<file path="src/kdle_pkg.sv">
package kdle_pkg;

  // segment geometry
  localparam int SEGMENT_BYTES = 8;
  localparam int FILL_W = $clog2(SEGMENT_BYTES + 1);

  // depth of the command queue between front and back
  localparam int QUEUE_DEPTH = 4;
  localparam int QPTR_W = $clog2(QUEUE_DEPTH);
  localparam int QCNT_W = $clog2(QUEUE_DEPTH + 1);

  // marker and pad bytes
  localparam logic [7:0] MARK_MINUS_INF = 8'h01;
  localparam logic [7:0] MARK_END_BASE  = 8'h02;
  localparam logic [7:0] MARK_CONTINUES = 8'hFE;
  localparam logic [7:0] MARK_PLUS_INF  = 8'hFF;
  localparam logic [7:0] PAD_ZERO       = 8'h00;
  localparam logic [7:0] PAD_ONES       = 8'hFF;

  // action codes
  localparam logic ACT_CONTENT = 1'b0;
  localparam logic ACT_END     = 1'b1;

  typedef struct packed {
    logic       action;
    logic [7:0] data_byte;
    logic       minus_infinity;
    logic       plus_infinity;
    logic       next_flag;
  } in_item_t;

  typedef struct packed {
    logic [7:0] out_byte;
    logic       run_last;
  } out_item_t;

  // one classified item: optional continuation, pad run, closing byte
  typedef struct packed {
    logic              cont;
    logic [FILL_W-1:0] pad_count;
    logic [7:0]        pad_byte;
    logic [7:0]        final_byte;
  } cmd_t;

endpackage

</file>
<file path="src/kdle_queue.sv">
module kdle_queue
  import kdle_pkg::*;
(
  input  logic clk,
  input  logic rst,
  input  logic push,
  input  cmd_t wdata,
  output logic full,
  input  logic pop,
  output logic valid,
  output cmd_t rdata
);

  cmd_t              slots [QUEUE_DEPTH];
  logic [QPTR_W-1:0] wr_ptr;
  logic [QPTR_W-1:0] rd_ptr;
  logic [QCNT_W-1:0] count;
  logic              do_push;
  logic              do_pop;

  assign full    = (count == QCNT_W'(QUEUE_DEPTH));
  assign valid   = (count != '0);
  assign do_push = push && !full;
  assign do_pop  = pop && valid;
  assign rdata   = slots[rd_ptr];

  // pointers and occupancy
  always_ff @(posedge clk) begin
    if (rst) begin
      wr_ptr <= '0;
      rd_ptr <= '0;
      count  <= '0;
    end else begin
      if (do_push) begin
        wr_ptr <= (wr_ptr == QPTR_W'(QUEUE_DEPTH - 1)) ? '0 : wr_ptr + 1'b1;
      end
      if (do_pop) begin
        rd_ptr <= (rd_ptr == QPTR_W'(QUEUE_DEPTH - 1)) ? '0 : rd_ptr + 1'b1;
      end
      if (do_push && !do_pop) begin
        count <= count + 1'b1;
      end else if (do_pop && !do_push) begin
        count <= count - 1'b1;
      end
    end
  end

  // storage
  always_ff @(posedge clk) begin
    if (do_push) begin
      slots[wr_ptr] <= wdata;
    end
  end

endmodule

</file>
<file path="src/kdle_front.sv">
module kdle_front
  import kdle_pkg::*;
(
  input  logic     clk,
  input  logic     rst,
  input  logic     accept,
  input  in_item_t item,
  output cmd_t     cmd
);

  logic [FILL_W-1:0] segment_fill;
  logic [FILL_W-1:0] segment_fill_next;
  logic              seg_full;
  logic [7:0]        end_mark;

  assign seg_full = (segment_fill == FILL_W'(SEGMENT_BYTES));
  assign end_mark = MARK_END_BASE + 8'({segment_fill, 1'b0}) + 8'(item.next_flag);

  // classify the item into a command for the back end
  always_comb begin
    cmd               = '0;
    segment_fill_next = segment_fill;
    if (item.action == ACT_CONTENT) begin
      cmd.cont       = seg_full;
      cmd.pad_count  = '0;
      cmd.pad_byte   = PAD_ZERO;
      cmd.final_byte = item.data_byte;
      segment_fill_next = seg_full ? FILL_W'(1) : segment_fill + 1'b1;
    end else begin
      cmd.cont          = 1'b0;
      segment_fill_next = '0;
      if (item.minus_infinity) begin
        cmd.pad_count  = FILL_W'(SEGMENT_BYTES);
        cmd.pad_byte   = PAD_ZERO;
        cmd.final_byte = MARK_MINUS_INF;
      end else if (item.plus_infinity) begin
        cmd.pad_count  = FILL_W'(SEGMENT_BYTES);
        cmd.pad_byte   = PAD_ONES;
        cmd.final_byte = MARK_PLUS_INF;
      end else begin
        cmd.pad_count  = FILL_W'(SEGMENT_BYTES) - segment_fill;
        cmd.pad_byte   = PAD_ZERO;
        cmd.final_byte = end_mark;
      end
    end
  end

  // open segment fill count
  always_ff @(posedge clk) begin
    if (rst) begin
      segment_fill <= '0;
    end else if (accept) begin
      segment_fill <= segment_fill_next;
    end
  end

endmodule

</file>
<file path="src/kdle_back.sv">
module kdle_back
  import kdle_pkg::*;
(
  input  logic      clk,
  input  logic      rst,
  input  logic      q_valid,
  input  cmd_t      q_data,
  output logic      q_pop,
  output logic      empty,
  input  logic      pop,
  output out_item_t result
);

  cmd_t      cur;
  logic      cur_valid;
  logic      out_valid;
  out_item_t out_reg;
  out_item_t emit;
  logic      out_ready;
  logic      advance;
  logic      emit_final;

  assign out_ready  = !out_valid || pop;
  assign advance    = cur_valid && out_ready;
  assign emit_final = !cur.cont && (cur.pad_count == '0);
  assign q_pop      = q_valid && (!cur_valid || (advance && emit_final));
  assign empty      = !out_valid;
  assign result     = out_reg;

  // byte the current command gives next
  always_comb begin
    if (cur.cont) begin
      emit.out_byte = MARK_CONTINUES;
      emit.run_last = 1'b0;
    end else if (cur.pad_count != '0) begin
      emit.out_byte = cur.pad_byte;
      emit.run_last = 1'b0;
    end else begin
      emit.out_byte = cur.final_byte;
      emit.run_last = 1'b1;
    end
  end

  // valid flags of the sequencer and the output register
  always_ff @(posedge clk) begin
    if (rst) begin
      cur_valid <= 1'b0;
      out_valid <= 1'b0;
    end else begin
      if (q_pop) begin
        cur_valid <= 1'b1;
      end else if (advance && emit_final) begin
        cur_valid <= 1'b0;
      end
      if (advance) begin
        out_valid <= 1'b1;
      end else if (pop) begin
        out_valid <= 1'b0;
      end
    end
  end

  // command sequencing and output data
  always_ff @(posedge clk) begin
    if (advance) begin
      out_reg <= emit;
    end
    if (q_pop) begin
      cur <= q_data;
    end else if (advance) begin
      if (cur.cont) begin
        cur.cont <= 1'b0;
      end else if (cur.pad_count != '0) begin
        cur.pad_count <= cur.pad_count - 1'b1;
      end
    end
  end

endmodule

</file>
<file path="src/key_dimension_lace_encoder_unit.sv">
// an accepted item passes the queue and the sequencer's command register before the output register
// throughput: one result byte per cycle, set by the output sequencer, while pop is held
// a content byte gives 1 result byte (2 when it opens a new segment)
// an end gives SEGMENT_BYTES + 1 - fill bytes, an infinity SEGMENT_BYTES + 1
// synchronous active-high reset clears segment fill, queue and output
module key_dimension_lace_encoder_unit
  import kdle_pkg::*;
(
  input  logic      clk,
  input  logic      rst,
  input  logic      push,
  output logic      full,
  input  in_item_t  item,
  output logic      empty,
  input  logic      pop,
  output out_item_t result
);

  cmd_t front_cmd;
  cmd_t q_data;
  logic q_valid;
  logic q_pop;
  logic accept;

  assign accept = push && !full;

  // classify incoming items
  kdle_front u_front (
    .clk    (clk),
    .rst    (rst),
    .accept (accept),
    .item   (item),
    .cmd    (front_cmd)
  );

  // decoupling queue
  kdle_queue u_queue (
    .clk   (clk),
    .rst   (rst),
    .push  (accept),
    .wdata (front_cmd),
    .full  (full),
    .pop   (q_pop),
    .valid (q_valid),
    .rdata (q_data)
  );

  // expand commands into bytes
  kdle_back u_back (
    .clk     (clk),
    .rst     (rst),
    .q_valid (q_valid),
    .q_data  (q_data),
    .q_pop   (q_pop),
    .empty   (empty),
    .pop     (pop),
    .result  (result)
  );

endmodule

</file>
<file path="config.mk">
export PLATFORM = sky130hd
export DESIGN_NAME = key_dimension_lace_encoder_unit
export DESIGN_NICKNAME = d
export VERILOG_FILES = /design/src/kdle_pkg.sv /design/src/kdle_queue.sv /design/src/kdle_front.sv /design/src/kdle_back.sv /design/src/key_dimension_lace_encoder_unit.sv
export SDC_FILE = /design/constraint.sdc
export NUM_CORES = 1
export LEC_CHECK = 0
export ABC_AREA = 1
export BUFFER_PORTS_ARGS = -buffer_cell sky130_fd_sc_hd__buf_4
export CAP_MARGIN = 0
export CORE_ASPECT_RATIO = 1.1
export CORE_UTILIZATION = 60
export CTS_BUF_LIST = sky130_fd_sc_hd__clkbuf_4 sky130_fd_sc_hd__clkbuf_8 sky130_fd_sc_hd__clkbuf_16
export CTS_CLUSTER_DIAMETER = 60
export DETAILED_ROUTE_END_ITERATION = 10
export PLACE_DENSITY = 0.79
export SLEW_MARGIN = 20
export SYNTH_ARGS = -nofsm -noshare
export SYNTH_HDL_FRONTEND = slang
export SYNTH_SLANG_ARGS = --single-unit
</file>
<file path="constraint.sdc">
create_clock -name clk -period 5.8 [get_ports clk]
set_clock_uncertainty 0.15 [all_clocks]
set_input_delay 1.45 -clock clk [delete_from_list [all_inputs] [get_ports clk]]
set_output_delay 1.45 -clock clk [all_outputs]
set_load 0.02 [all_outputs]
</file>
==> out/results.ini <==
[worst_setup_path]
worst_path_max_delay_cell = fa_1
critPathCaptureType = register
crit_type = in2reg
critPathRequiredTime_ns = 5.94
crit_arrival_ns = 3.11
crit_path_start_kind = input pin
path_max_fanout = 10
worstRegToRegCells = 10
worstPathCellList = buf_4 -> inv_1 -> nand2_1 -> nand2_1 -> o21bai_4 -> nand2_4 -> ha_1 -> inv_1 -> fa_1 -> nor2_1 -> nor2_1 -> nand2_1 -> o21ai_0 -> a21oi_1
max_stage_delay_ns = 0.38
reg2reg_slack_ns = 3.44
critical_path.most_common_cell = nand2_1

[drt]
met2_length_mm = 3.29
routedWlPerCell_um = 14.4
dr.pass1.iters = 4
vias = 2499
drt-vias-per-instance = 5.46
wl_mm = 6.57
first_iter_violations = 180
drt_drc_violations_left = 0
met1_length_mm = 2.78
top_layer_used = met4
ant_nets = 0
dr_wl_met3_um = 350

[worst_hold_path]
hp-class = reg2reg
hold_depth = 2

[global_routing]
grt.overflow.total = 0
grt_max_degree = 30
grt_usage = 0.215
first_global_vias = 2338
grt_pass1_wl_mm = 10.8
grt_antenna_before_repair = 0

[power_and_ir_drop]
p_leak_nw = 1.68
p_comb_frac = 0.312
p_switching_mw = 0.726
pwr_density_cell_mw_per_mm2 = 466
p_int_mw = 1.32
pwr-share-clk = 0.192
peakVddDrop_v = 0.000247
seqPwrFrac = 0.496
switching_share = 0.355

[floorplan]
die-area_mm2 = 0.00691
core_area_mm2 = 0.00627
die_w_um = 79.3
rows = 30
initial_utilization = 0.630
die_h_um = 87.1
num_io_pins = 27

[clock_tree]
post_cts_buffers = 0
hold_buffers = 0
clk_latency_ns = 0.35
cts_max_level = 3
ctsResizeCount = 0
cts_tree = done
cts.sinks = 94
cts_root_buf = clkbuf_8
clkTransAtPathRegs_ns = 0.10
clockBufferDepth = 2
numCtsBuffers = 9

[synthesis]
yosys_warnings = 0
syn_area_per_cell_um2 = 11.5
synth_edf_count = 79
synth_ff_type = edfxtp_1
synth_area_leaders = edfxtp_1 60%, dfxtp_1 7.6%, nand2_1 5.0%, o21ai_0 4.8%, nor2_1 4.3%
synth_nets = 370
yosysSeqAreaShare = 0.677
yosys.area.top_type = edfxtp_1
synth_cell_type_count = 35
ys_async_sr_fraction = 0
synth.cell_area_mm2 = 0.00395
netlist_top_cells_count = 79 x edfxtp_1, 53 x nand2_1, 45 x nor2_1
synthCells = 343
ys_ff_latch = 94
yosysMostFrequentCell = edfxtp_1
synth_top_area_share = 0.601

[sta]
tightest_slew_ns = 0.712
fmax_mhz = 337
fin_ws_ns = 2.83
holdWs_ns = 0.334
finalCritPeriodShare = 0.512
rsz0062_at_grt = no
period_minus_slack_ns = 2.97
slew_headroom = 0.525
setup_violations = 0
hold_violations = 0
fin_tns_setup_ns = 0
drv_slew = 0

[placed_design]
gp_congestion = 0.800
io_buffers = 26
hpwl_mm = 4.55
preCtsSetupSlack_ns = 2.45
dpl_cell_area_mm2 = 0.00421

[run_status]
status = complete, no violations

[cells_and_area]
antenna_cells = 0
area_growth_pct = 11.4
fin_nets = 400
final_area_mm2 = 0.00440
final_layout_size_suffix_gt1_frac = 0.148

[run]
maxCapViolations = 0

[registers in the layout, indices dropped and copies added, names as in the netlist, named ones only]
name                  flops
u_queue.count             3
u_queue.wr_ptr            2
u_front.segment_fill      4
u_queue.slots            56
u_back.cur_valid          1
u_back.out_valid          1
u_queue.rd_ptr            2
u_back.cur               14
u_back.result             9
[per-layer routing]
layer / vias up / global-route usage
li1: 1249 / -
met1: 1160 / 0.268
met2: 76 / 0.348
met3: 14 / 0.0492
met4: 0 / 0.117
met5: - / 0
[cell usage in the layout (no fill, tap or decap)]
cell         n
edfxtp_1    79
nand2_1     53
nor2_1      43
o21ai_0     38
inv_1       32
buf_4       29
dfxtp_1     15
o22ai_1     12
a21oi_1     12
ha_1        10
clkbuf_8     9
nand3_1      7
nor2_2       5
xor2_1       4
inv_6        4
nor3_1       3
clkinv_4     2
clkinv_1     2
o31ai_1      2
a211oi_1     2
nand3_2      1
o21bai_4     1
nand2_4      1
nor2_4       1
inv_2        1
o311ai_0     1
o32a_1       1
nand2_2      1
a22o_1       1
nand3b_1     1
a22oi_1      1
nand4_1      1
a31oi_1      1
fa_1         1
clkinvlp_4   1
[power groups by stage]
| stage | logic, mW | registers, mW | clock network, mW |
|---|---|---|---|
| 2_1_floorplan | 0.451 | 1.04 | 0 |
| 3_3_place_gp | 0.614 | 1.03 | 0 |
| 3_5_place_dp | 0.641 | 1.03 | 0 |
| 4_1_cts | 0.643 | 1.02 | 0.397 |
| 5_1_grt | 0.726 | 1.03 | 0.425 |
| 6_report | 0.639 | 1.02 | 0.394 |
[cell type report]
type / instances / area (µm²)
clock buffers: 9 / 124
fillers: 462 / 1870
flip-flops and latches: 94 / 2670
well taps: 80 / 100
multi-input cells: 204 / 1090
repair buffers: 29 / 218
clock inverters: 7 / 55.1
inverters: 35 / 136
[cells by family (layout without fill, tap and decap cells)]
kind of cell	Yosys count	after routing	synth area share
AOI/OAI and AO/OA	72	72	0.105
xor gates and xnor gates	4	4	0.00888
adders and majority gates	11	11	0.0368
buffers and inverters	45	80	0.0479
DFF	94	94	0.677
and+or+nand+nor	117	117	0.124
[critical path: cells and delay by family]
kind,cells,cell delay (ns)
compound gates,3,0.32
simple gates,6,0.60
buf+inv,3,0.21
fa+ha+maj,2,0.54
[path summary, 6_finish.rpt]
| path | startpoint | endpoint |
|---|---|---|
| worst max-delay path | pop | u_queue.count[2] |
| worst min register to register | u_back.cur_valid | u_back.out_valid |
| worst max register to register | u_back.cur[16] | u_queue.count[1] |
| worst min-delay path | u_back.cur_valid | u_back.out_valid |
[through the flow]
stage | cells | power, mW | util
after floorplan | 343 | 1.49 | -
after global placement | 442 | 1.64 | 0.672
after detailed placement | 442 | 1.67 | 0.672
after CTS | 458 | 2.06 | 0.700
after global routing | 458 | 2.18 | 0.701
final | 458 | 2.05 | 0.701
Power figures use the tool's default switching activity.
